**src/rtl/arpc_pkg.sv**
```systemverilog
// Shared types and codes for the ARP cache and responder.
package arpc_pkg;

  localparam int IP_W   = 32;
  localparam int MAC_W  = 48;
  localparam int AOP_W  = 16;
  localparam int STAT_W = 3;
  localparam int CFG_IDX_W  = 3;
  localparam int CFG_DATA_W = 48;

  localparam logic [1:0] OPC_RX_ARP  = 2'd0;
  localparam logic [1:0] OPC_ADD     = 2'd1;
  localparam logic [1:0] OPC_DELETE  = 2'd2;
  localparam logic [1:0] OPC_RESOLVE = 2'd3;

  localparam logic [AOP_W-1:0] ARP_OP_REQUEST = 16'd1;
  localparam logic [AOP_W-1:0] ARP_OP_REPLY   = 16'd2;

  localparam logic [1:0] TX_OP_REQUEST = 2'd1;
  localparam logic [1:0] TX_OP_REPLY   = 2'd2;

  localparam logic [STAT_W-1:0] ST_DONE      = 3'd0;
  localparam logic [STAT_W-1:0] ST_HIT       = 3'd1;
  localparam logic [STAT_W-1:0] ST_MISS      = 3'd2;
  localparam logic [STAT_W-1:0] ST_DEL_NF    = 3'd3;
  localparam logic [STAT_W-1:0] ST_NO_RECORD = 3'd4;
  localparam logic [STAT_W-1:0] ST_FULL      = 3'd5;

  localparam logic [CFG_IDX_W-1:0] CFG_OWN_IP0  = 3'd0;
  localparam logic [CFG_IDX_W-1:0] CFG_OWN_MAC0 = 3'd1;
  localparam logic [CFG_IDX_W-1:0] CFG_OWN_IP1  = 3'd2;
  localparam logic [CFG_IDX_W-1:0] CFG_OWN_MAC1 = 3'd3;
  localparam logic [CFG_IDX_W-1:0] CFG_DYN_MODE = 3'd4;

  typedef enum logic [1:0] {
    S_IDLE,
    S_SEARCH,
    S_FINISH
  } ctrl_state_t;

  typedef enum logic [1:0] {
    CMD_NONE,
    CMD_SET_MAC,
    CMD_INSERT,
    CMD_CLEAR
  } cmd_kind_t;

  typedef struct packed {
    logic             live;
    logic [IP_W-1:0]  ip;
    logic             prt;
    logic             use_port;
    logic             hit;
    logic             free;
    logic [MAC_W-1:0] mac;
  } tok_t;

  typedef struct packed {
    cmd_kind_t        kind;
    logic [IP_W-1:0]  ip;
    logic [MAC_W-1:0] mac;
    logic             prt;
  } cmd_t;

endpackage

```
**src/rtl/arpc_cell.sv**
```systemverilog
// One table entry: compares the passing search token and applies write-back commands.
module arpc_cell
  import arpc_pkg::*;
(
  input  logic clk,
  input  logic rst_n,
  input  tok_t tok_in,
  input  cmd_t cmd,
  output tok_t tok_out
);

  logic             valid_r;
  logic [IP_W-1:0]  ip_r;
  logic [MAC_W-1:0] mac_r;
  logic             port_r;
  logic             hit_claim_r;
  logic             free_claim_r;
  tok_t             tok_r;
  tok_t             tok_nxt;
  logic             entry_match;

  assign entry_match = valid_r && (ip_r == tok_in.ip) &&
                       (!tok_in.use_port || (port_r == tok_in.prt));

  always_comb begin
    tok_nxt = tok_in;
    if (entry_match && !tok_in.hit) begin
      tok_nxt.hit = 1'b1;
      tok_nxt.mac = mac_r;
    end
    if (!valid_r && !tok_in.free) begin
      tok_nxt.free = 1'b1;
    end
  end

  always_ff @(posedge clk) begin
    if (!rst_n) begin
      tok_r.live   <= 1'b0;
      hit_claim_r  <= 1'b0;
      free_claim_r <= 1'b0;
    end else begin
      tok_r <= tok_nxt;
      if (tok_in.live) begin
        hit_claim_r  <= entry_match && !tok_in.hit;
        free_claim_r <= !valid_r && !tok_in.free;
      end
    end
  end

  always_ff @(posedge clk) begin
    if (!rst_n) begin
      valid_r <= 1'b0;
    end else begin
      case (cmd.kind)
        CMD_INSERT: if (free_claim_r) valid_r <= 1'b1;
        CMD_CLEAR:  if (hit_claim_r) valid_r <= 1'b0;
        default: ;
      endcase
    end
  end

  always_ff @(posedge clk) begin
    case (cmd.kind)
      CMD_SET_MAC: begin
        if (hit_claim_r) mac_r <= cmd.mac;
      end
      CMD_INSERT: begin
        if (free_claim_r) begin
          ip_r   <= cmd.ip;
          mac_r  <= cmd.mac;
          port_r <= cmd.prt;
        end
      end
      default: ;
    endcase
  end

  assign tok_out = tok_r;

endmodule

```
**src/rtl/arpc_ctrl.sv**
```systemverilog
// Sequencer: item capture, token launch, result decode, write-back and output register.
module arpc_ctrl
  import arpc_pkg::*;
#(
  parameter int PORT_COUNT = 2
) (
  input  logic                  clk,
  input  logic                  rst_n,
  input  logic                  in_valid,
  output logic                  in_stall,
  input  logic [1:0]            in_opcode,
  input  logic                  in_port,
  input  logic [AOP_W-1:0]      in_arp_operation,
  input  logic [IP_W-1:0]       in_sender_ip,
  input  logic [MAC_W-1:0]      in_sender_mac,
  input  logic [IP_W-1:0]       in_target_ip,
  input  logic                  in_cache_only,
  output logic                  out_valid,
  input  logic                  out_stall,
  output logic [STAT_W-1:0]     out_status,
  output logic                  out_tx_valid,
  output logic [1:0]            out_tx_operation,
  output logic                  out_tx_port,
  output logic [MAC_W-1:0]      out_tx_sender_mac,
  output logic [IP_W-1:0]       out_tx_sender_ip,
  output logic [MAC_W-1:0]      out_tx_target_mac,
  output logic [IP_W-1:0]       out_tx_target_ip,
  output logic [MAC_W-1:0]      out_resolved_mac,
  input  logic                  cfg_valid,
  output logic                  cfg_ready,
  input  logic [CFG_IDX_W-1:0]  cfg_index,
  input  logic [CFG_DATA_W-1:0] cfg_data,
  output tok_t                  tok_launch,
  input  tok_t                  tok_tail,
  output cmd_t                  cmd
);

  ctrl_state_t state_r, state_nxt;

  logic [IP_W-1:0]  own_ip0_r, own_ip1_r;
  logic [MAC_W-1:0] own_mac0_r, own_mac1_r;
  logic             dyn_mode_r;

  logic [1:0]       opc_r;
  logic             prt_r;
  logic [AOP_W-1:0] aop_r;
  logic [IP_W-1:0]  sip_r;
  logic [MAC_W-1:0] smac_r;
  logic [IP_W-1:0]  tip_r;
  logic             co_r;
  tok_t             launch_r;
  tok_t             tail_r;

  logic             in_beat;
  logic             load;
  logic             prt_in;
  logic [IP_W-1:0]  key_in;
  logic             use_port_in;
  logic [IP_W-1:0]  own_ip;
  logic [MAC_W-1:0] own_mac;
  logic             is_learn;

  logic [STAT_W-1:0] res_status;
  logic              res_tx_valid;
  logic [1:0]        res_tx_op;
  logic [MAC_W-1:0]  res_tx_smac;
  logic [IP_W-1:0]   res_tx_sip;
  logic [MAC_W-1:0]  res_tx_tmac;
  logic [IP_W-1:0]   res_tx_tip;
  logic [MAC_W-1:0]  res_rmac;
  cmd_kind_t         res_cmd;

  logic              out_valid_r, out_valid_nxt;
  logic [STAT_W-1:0] status_r;
  logic              tx_valid_r;
  logic [1:0]        tx_op_r;
  logic              tx_port_r;
  logic [MAC_W-1:0]  tx_smac_r;
  logic [IP_W-1:0]   tx_sip_r;
  logic [MAC_W-1:0]  tx_tmac_r;
  logic [IP_W-1:0]   tx_tip_r;
  logic [MAC_W-1:0]  rmac_r;

  assign cfg_ready = 1'b1;
  assign in_beat   = in_valid && !in_stall;
  assign prt_in    = (32'(in_port) >= PORT_COUNT) ? 1'(PORT_COUNT - 1) : in_port;

  always_comb begin
    case (in_opcode)
      OPC_RESOLVE: begin
        key_in      = in_target_ip;
        use_port_in = 1'b1;
      end
      OPC_DELETE: begin
        key_in      = in_sender_ip;
        use_port_in = 1'b1;
      end
      default: begin
        key_in      = in_sender_ip;
        use_port_in = 1'b0;
      end
    endcase
  end

  always_ff @(posedge clk) begin
    if (!rst_n) begin
      own_ip0_r  <= '0;
      own_mac0_r <= '0;
      own_ip1_r  <= '0;
      own_mac1_r <= '0;
      dyn_mode_r <= 1'b0;
    end else if (cfg_valid && cfg_ready) begin
      unique case (cfg_index)
        CFG_OWN_IP0:  own_ip0_r  <= cfg_data[IP_W-1:0];
        CFG_OWN_MAC0: own_mac0_r <= cfg_data[MAC_W-1:0];
        CFG_OWN_IP1:  own_ip1_r  <= cfg_data[IP_W-1:0];
        CFG_OWN_MAC1: own_mac1_r <= cfg_data[MAC_W-1:0];
        CFG_DYN_MODE: dyn_mode_r <= cfg_data[0];
        default: ;
      endcase
    end
  end

  always_ff @(posedge clk) begin
    if (in_beat) begin
      opc_r  <= in_opcode;
      prt_r  <= prt_in;
      aop_r  <= in_arp_operation;
      sip_r  <= in_sender_ip;
      smac_r <= in_sender_mac;
      tip_r  <= in_target_ip;
      co_r   <= in_cache_only;
    end
    if (tok_tail.live) begin
      tail_r <= tok_tail;
    end
  end

  always_ff @(posedge clk) begin
    if (!rst_n) begin
      launch_r.live <= 1'b0;
      state_r       <= S_IDLE;
    end else begin
      launch_r.live <= in_beat;
      state_r       <= state_nxt;
    end
    if (in_beat) begin
      launch_r.ip       <= key_in;
      launch_r.prt      <= prt_in;
      launch_r.use_port <= use_port_in;
      launch_r.hit      <= 1'b0;
      launch_r.free     <= 1'b0;
      launch_r.mac      <= '0;
    end
  end

  assign tok_launch = launch_r;

  assign own_ip  = prt_r ? own_ip1_r : own_ip0_r;
  assign own_mac = prt_r ? own_mac1_r : own_mac0_r;
  assign is_learn = (opc_r == OPC_ADD) ||
                    ((opc_r == OPC_RX_ARP) && (aop_r == ARP_OP_REPLY));

  always_comb begin
    res_status   = ST_DONE;
    res_tx_valid = 1'b0;
    res_tx_op    = '0;
    res_tx_smac  = '0;
    res_tx_sip   = '0;
    res_tx_tmac  = '0;
    res_tx_tip   = '0;
    res_rmac     = '0;
    res_cmd      = CMD_NONE;
    if (is_learn) begin
      if (tail_r.hit) begin
        res_cmd = CMD_SET_MAC;
      end else if (tail_r.free) begin
        res_cmd = CMD_INSERT;
      end else begin
        res_status = ST_FULL;
      end
    end else if (opc_r == OPC_RX_ARP) begin
      if ((aop_r == ARP_OP_REQUEST) && (tip_r == own_ip)) begin
        res_tx_valid = 1'b1;
        res_tx_op    = TX_OP_REPLY;
        res_tx_smac  = own_mac;
        res_tx_sip   = tip_r;
        res_tx_tmac  = smac_r;
        res_tx_tip   = sip_r;
      end
    end else if (opc_r == OPC_DELETE) begin
      if (tail_r.hit) begin
        res_cmd = CMD_CLEAR;
      end else begin
        res_status = ST_DEL_NF;
      end
    end else begin
      if (tail_r.hit) begin
        res_status = ST_HIT;
        res_rmac   = tail_r.mac;
      end else if (co_r) begin
        res_status = ST_MISS;
      end else if (dyn_mode_r) begin
        res_status   = ST_MISS;
        res_tx_valid = 1'b1;
        res_tx_op    = TX_OP_REQUEST;
        res_tx_smac  = own_mac;
        res_tx_sip   = own_ip;
        res_tx_tip   = tip_r;
      end else begin
        res_status = ST_NO_RECORD;
      end
    end
  end

  always_comb begin
    state_nxt = state_r;
    unique case (state_r)
      S_IDLE:   if (in_beat) state_nxt = S_SEARCH;
      S_SEARCH: if (tok_tail.live) state_nxt = S_FINISH;
      S_FINISH: if (!out_valid_r || !out_stall) state_nxt = S_IDLE;
      default:  state_nxt = S_IDLE;
    endcase
  end

  always_comb begin
    in_stall = 1'b1;
    load     = 1'b0;
    cmd.kind = CMD_NONE;
    cmd.ip   = sip_r;
    cmd.mac  = smac_r;
    cmd.prt  = prt_r;
    unique case (state_r)
      S_IDLE: in_stall = 1'b0;
      S_SEARCH: ;
      S_FINISH: begin
        if (!out_valid_r || !out_stall) begin
          load     = 1'b1;
          cmd.kind = res_cmd;
        end
      end
      default: ;
    endcase
  end

  always_comb begin
    out_valid_nxt = out_valid_r;
    if (load) begin
      out_valid_nxt = 1'b1;
    end else if (out_valid_r && !out_stall) begin
      out_valid_nxt = 1'b0;
    end
  end

  always_ff @(posedge clk) begin
    if (!rst_n) begin
      out_valid_r <= 1'b0;
    end else begin
      out_valid_r <= out_valid_nxt;
    end
  end

  always_ff @(posedge clk) begin
    if (load) begin
      status_r   <= res_status;
      tx_valid_r <= res_tx_valid;
      tx_op_r    <= res_tx_op;
      tx_port_r  <= res_tx_valid ? prt_r : 1'b0;
      tx_smac_r  <= res_tx_smac;
      tx_sip_r   <= res_tx_sip;
      tx_tmac_r  <= res_tx_tmac;
      tx_tip_r   <= res_tx_tip;
      rmac_r     <= res_rmac;
    end
  end

  assign out_valid         = out_valid_r;
  assign out_status        = status_r;
  assign out_tx_valid      = tx_valid_r;
  assign out_tx_operation  = tx_op_r;
  assign out_tx_port       = tx_port_r;
  assign out_tx_sender_mac = tx_smac_r;
  assign out_tx_sender_ip  = tx_sip_r;
  assign out_tx_target_mac = tx_tmac_r;
  assign out_tx_target_ip  = tx_tip_r;
  assign out_resolved_mac  = rmac_r;

endmodule

```
**src/rtl/arp_cache_and_responder_core.sv**
```systemverilog
// Top level of the ARP cache and responder: sequencer plus a chain of table cells.
//
//  channel | direction | handshake          | beat contents
//  in_     | in        | in_valid/in_stall   | opcode, port, ARP op, sender/target addresses
//  out_    | out       | out_valid/out_stall | status, ARP packet to send, resolved MAC
//  cfg_    | in        | cfg_valid/cfg_ready | register index, write data
//
// After acceptance the search token walks the chain one cell per cycle, and the result is
// then decoded, written back and loaded into the output register.
// A new item is accepted once the previous result sits in the output register.
// Reset empties the table at once; no clearing pass. cfg_ready is always high.
// out_stall holds the result register; the next item still runs up to write-back.
module arp_cache_and_responder_core
  import arpc_pkg::*;
#(
  parameter int TABLE_ENTRIES = 16,
  parameter int PORT_COUNT    = 2
) (
  input  logic                  clk,
  input  logic                  rst_n,
  input  logic                  in_valid,
  output logic                  in_stall,
  input  logic [1:0]            in_opcode,
  input  logic                  in_port,
  input  logic [AOP_W-1:0]      in_arp_operation,
  input  logic [IP_W-1:0]       in_sender_ip,
  input  logic [MAC_W-1:0]      in_sender_mac,
  input  logic [IP_W-1:0]       in_target_ip,
  input  logic                  in_cache_only,
  output logic                  out_valid,
  input  logic                  out_stall,
  output logic [STAT_W-1:0]     out_status,
  output logic                  out_tx_valid,
  output logic [1:0]            out_tx_operation,
  output logic                  out_tx_port,
  output logic [MAC_W-1:0]      out_tx_sender_mac,
  output logic [IP_W-1:0]       out_tx_sender_ip,
  output logic [MAC_W-1:0]      out_tx_target_mac,
  output logic [IP_W-1:0]       out_tx_target_ip,
  output logic [MAC_W-1:0]      out_resolved_mac,
  input  logic                  cfg_valid,
  output logic                  cfg_ready,
  input  logic [CFG_IDX_W-1:0]  cfg_index,
  input  logic [CFG_DATA_W-1:0] cfg_data
);

  tok_t tok [TABLE_ENTRIES+1];
  cmd_t cmd;

  arpc_ctrl #(
    .PORT_COUNT(PORT_COUNT)
  ) u_ctrl (
    .clk               (clk),
    .rst_n             (rst_n),
    .in_valid          (in_valid),
    .in_stall          (in_stall),
    .in_opcode         (in_opcode),
    .in_port           (in_port),
    .in_arp_operation  (in_arp_operation),
    .in_sender_ip      (in_sender_ip),
    .in_sender_mac     (in_sender_mac),
    .in_target_ip      (in_target_ip),
    .in_cache_only     (in_cache_only),
    .out_valid         (out_valid),
    .out_stall         (out_stall),
    .out_status        (out_status),
    .out_tx_valid      (out_tx_valid),
    .out_tx_operation  (out_tx_operation),
    .out_tx_port       (out_tx_port),
    .out_tx_sender_mac (out_tx_sender_mac),
    .out_tx_sender_ip  (out_tx_sender_ip),
    .out_tx_target_mac (out_tx_target_mac),
    .out_tx_target_ip  (out_tx_target_ip),
    .out_resolved_mac  (out_resolved_mac),
    .cfg_valid         (cfg_valid),
    .cfg_ready         (cfg_ready),
    .cfg_index         (cfg_index),
    .cfg_data          (cfg_data),
    .tok_launch        (tok[0]),
    .tok_tail          (tok[TABLE_ENTRIES]),
    .cmd               (cmd)
  );

  for (genvar g = 0; g < TABLE_ENTRIES; g++) begin : g_cell
    arpc_cell u_cell (
      .clk     (clk),
      .rst_n   (rst_n),
      .tok_in  (tok[g]),
      .cmd     (cmd),
      .tok_out (tok[g+1])
    );
  end

endmodule

```
**config.mk**
```make
export PLATFORM = sky130hd
export DESIGN_NAME = arp_cache_and_responder_core
export DESIGN_NICKNAME = d
export VERILOG_FILES = /design/src/rtl/arpc_pkg.sv /design/src/rtl/arpc_cell.sv /design/src/rtl/arpc_ctrl.sv /design/src/rtl/arp_cache_and_responder_core.sv
export SDC_FILE = /design/constraint.sdc
export NUM_CORES = 2
export LEC_CHECK = 0
export ABC_AREA = 1
export ABC_CLOCK_PERIOD_IN_PS = 44100
export CORE_MARGIN = 2
export CORE_UTILIZATION = 55
export DETAILED_ROUTE_END_ITERATION = 10
export DONT_BUFFER_PORTS = 1
export PLACE_DENSITY = 0.7
export SLEW_MARGIN = 20
export SYNTH_ARGS = -nofsm -noshare
export SYNTH_HDL_FRONTEND = slang
export SYNTH_SLANG_ARGS = --single-unit
```
**constraint.sdc**
```tcl
create_clock -name clk -period 44.1 [get_ports clk]
set_clock_uncertainty 0.05 [all_clocks]
set_input_delay 2.205 -clock clk [delete_from_list [all_inputs] [get_ports clk]]
set_output_delay 2.205 -clock clk [all_outputs]
set_load 0.1 [all_outputs]
```
==> results.toml <==
[outcome]
run_status = "complete, no violations"

[worst_setup_path]
cp-end-kind = "flop"
start_kind = "input port"
path_max_fanout = 48
r2r_cells = 13
worstReg2RegEnd = "g_cell[10].u_cell.valid_r$_SDFFE_PN0P_"
worstSetupPathType = "in2reg"
worstPathRequired_ps = 44830
critPathCapture = "g_cell[10].u_cell.valid_r$_SDFFE_PN0P_"
arrival_ps = 5970
r2r_slack_ps = 39370
startpoint = "out_stall"
worstReg2RegStart = "u_ctrl.out_valid$_SDFFE_PN0P_"

[route]
ant_nets = 0
wirelength_um = 272000
wl_per_cell_um = 21.6
vias = 68000
drtPass1Iterations = 6
drt_iter0_drc = 7212
drc = 0
vias_per_cell = 5.40

[layout]
drive_gt1_share_pct = 8.35
fill_cells = 16200
nets = 9543
area_delta_synth_final_pct = 11.7
finish.utilization_pct = 61.7

[clock_tree]
cts_tree = "yes"
postCtsResizedCells = 0
cts.sinks = 3265
hold_buffers = 0
h-tree-depth = 5
ctsLongestPathBuffers = 4
cts_setup_buffers = 0
root_buffer = "clkbuf_16"
clk_pin_slew_ps = 60
worstSkewPairLatency_ps = 940
numCtsBuffers = 334

[grt]
grt_usage_pct = 24.1
grt_pass1_vias = 66700
grt_util_met1_pct = 32.7
grt_pass1_wl_um = 411000
grt_use_met2_pct = 37.7
overflow = 0
grt_busiest_layer = "met2"
grt_max_degree = 242
met3_usage_pct = 5.94
antenna_found_initial = 41

[yosys]
synth-edff-count = 3036
synth_xor_area_share_pct = 1.24
dominantRegCellSynth = "edfxtp_1"
synth-compound-area-share_pct = 4.80
synth_top_cell_area_share_pct = 74.4
ys_top_cells_by_area = "edfxtp_1, nand2_1, dfxtp_1"
yosys.area.top_type = "edfxtp_1"
synthSimpleGateAreaFrac_pct = 11.7
async_flop_share_pct = 0
syn_inst = 9238
synth_mux_area_share_pct = 0.294
synth_area_um2 = 123000
syn-num-nets = 9431
ys_seq_area_share_pct = 78.1
synth_top_family_by_area = "simple AND/OR/NAND/NOR gates"
synth-warning-count = 0
synth.distinct_cells = 42
synth_fa_ha_area_share_pct = 0.0510
synth-seq-cells = 3265
avgSynthCellArea_um2 = 13.3

[power_and_ir_drop]
ir_drop_mv = 0.0390
leakage_nw = 50.5
power.density_nw_per_um2 = 46.6

[die]
die_h_um = 476
start_util_pct = 55.2
dieArea_um2 = 227000
fp-row-count = 173
coreArea_um2 = 222000
pin_count = 406
die_x_um = 476

[worst_hold_path]
hp-class = "reg2reg"
min_from = "g_cell[15].u_cell.tok_out[48]$_SDFFCE_PP1P_"

[sta]
rsz0062_at_grt = "false"
fin_crit_sh_pct = 11.9
tns_ps = 0
hold_violations = 0
slew_viol_final = 0
fin_crit_ps = 5240
max_freq_mhz = 191
setup_viol = 0
worst_slew_pin_slew_ps = 1160
slew_headroom_pct = 21.7

[job]
maxCapViolCount = 0

[place]
gp_congestion = 0.922
io_buffers = 0
dp_hpwl_um = 182000
[Yosys cell counts, drive strengths merged, types with 4 or more instances]
cell type,instances
nand2,2217
xnor2,85
clkbuf,258
o2111ai,4
nand3,383
a21oi,139
or2,51
nor4,4
mux2,32
nor2,635
o22ai,72
buf,97
nand4,111
nor3b,49
xor2,89
o21ai,825
o211ai,12
edfxtp,3036
a211oi,22
inv,805
clkinv,4
nand3b,6
dfxtp,229
nor3,54
ha,5
a22o,8
[worst min path at each step]
stage                                              to  slack, ps  cells past startpoint
after CTS                 u_ctrl.tail_r[48]$_DFFE_PP_        350                      0
after detailed placement  u_ctrl.tail_r[13]$_DFFE_PP_        350                      0
after global routing      u_ctrl.tail_r[48]$_DFFE_PP_        370                      0
final                     u_ctrl.tail_r[48]$_DFFE_PP_        360                      0
after global placement    u_ctrl.tail_r[48]$_DFFE_PP_        350                      0
after floorplan            u_ctrl.tail_r[0]$_DFFE_PP_        350                      0
[cells by family after synthesis]
family,after synthesis
AND/OR/NAND/NOR,3512
adder cells (fa/ha/maj),5
XOR/XNOR,174
AO/OA/AOI/OAI,1085
other,1
multiplexers,32
flip-flops,3265
buffers and inverters,1164
[metal layers]
metal	vias up	routed length, um
met5	-	201
met4	28	10900
met3	583	22800
met2	2500	125000
met1	32700	113000
li1	32300	-
[state kept, by name, summed over array words and instances (netlist names), 34 cells and up]
| register | count |
|---|---|
| g_cell.u_cell.mac_r | 768 |
| u_ctrl.smac_r | 48 |
| u_ctrl.own_mac0_r | 48 |
| g_cell.u_cell.ip_r | 512 |
| u_ctrl.out_tx_target_mac | 48 |
| u_ctrl.out_tx_sender_mac | 48 |
| g_cell.u_cell.tok_out | 1326 |
| u_ctrl.own_mac1_r | 48 |
| u_ctrl.tail_r | 50 |
| u_ctrl.tok_launch | 34 |
| u_ctrl.out_resolved_mac | 48 |
[final cells by class]
| class | count | area (um^2) | share of cell area (%) |
|---|---|---|---|
| multi-input cells | 4809 | 22700 | 16.6 |
| diodes | 40 | 100 | 0.0731 |
| clock buffers | 428 | 9010 | 6.58 |
| repair buffers | 131 | 1240 | 0.903 |
| well taps | 2975 | 3720 | 2.72 |
| clock inverters | 154 | 1360 | 0.991 |
| flip-flops and latches | 3265 | 95800 | 70.0 |
| inverters | 809 | 3040 | 2.22 |
[cell usage in the layout (no fill, tap or decap), drive strengths merged, types with 121 or more instances in the layout]
master and n:
clkbuf 428, nand2 2217, a21oi 139, buf 131
clkinv 121, edfxtp 3036, inv 813, nand3 383
o21ai 825, dfxtp 229, nor2 635
[stage by stage]
| step | total power, mW | cells | hold WS, ps | instance area [um^2] | worst slack [ps] |
|---|---|---|---|---|---|
| 6_report | 6.38 | 12600 | 361 | 137000 | 38860 |
| 5_1_grt | 6.57 | 12600 | 368 | 137000 | 38630 |
| 4_1_cts | 6.43 | 12600 | 353 | 137000 | 39010 |
| 3_5_place_dp | 3.76 | 12000 | 355 | 126000 | 38060 |
| 3_3_place_gp | 3.75 | 12000 | 352 | 126000 | 38160 |
| 2_1_floorplan | 3.66 | 9238 | 350 | 123000 | 26740 |
[where the power goes]
part	switching [mW]	total (mW)	leakage (nW)	internal (mW)
Sequential	0.0648	3.54	30.4	3.48
Clock	1.11	2.68	5.10	1.57
Combinational	0.113	0.156	15.0	0.0425
[critical path, cell delays in order]
cell	delay, ps
nand2_1	60
inv_1	100
nor2_4	100
buf_4	660
nand2_1	160
nor2_1	230
ha_1	180
buf_4	250
clkinv_1	640
nand2_1	830
o21ai_0	210
o21ai_0	220
a21oi_1	80
Note: power is estimated with default switching activity, not from simulation.
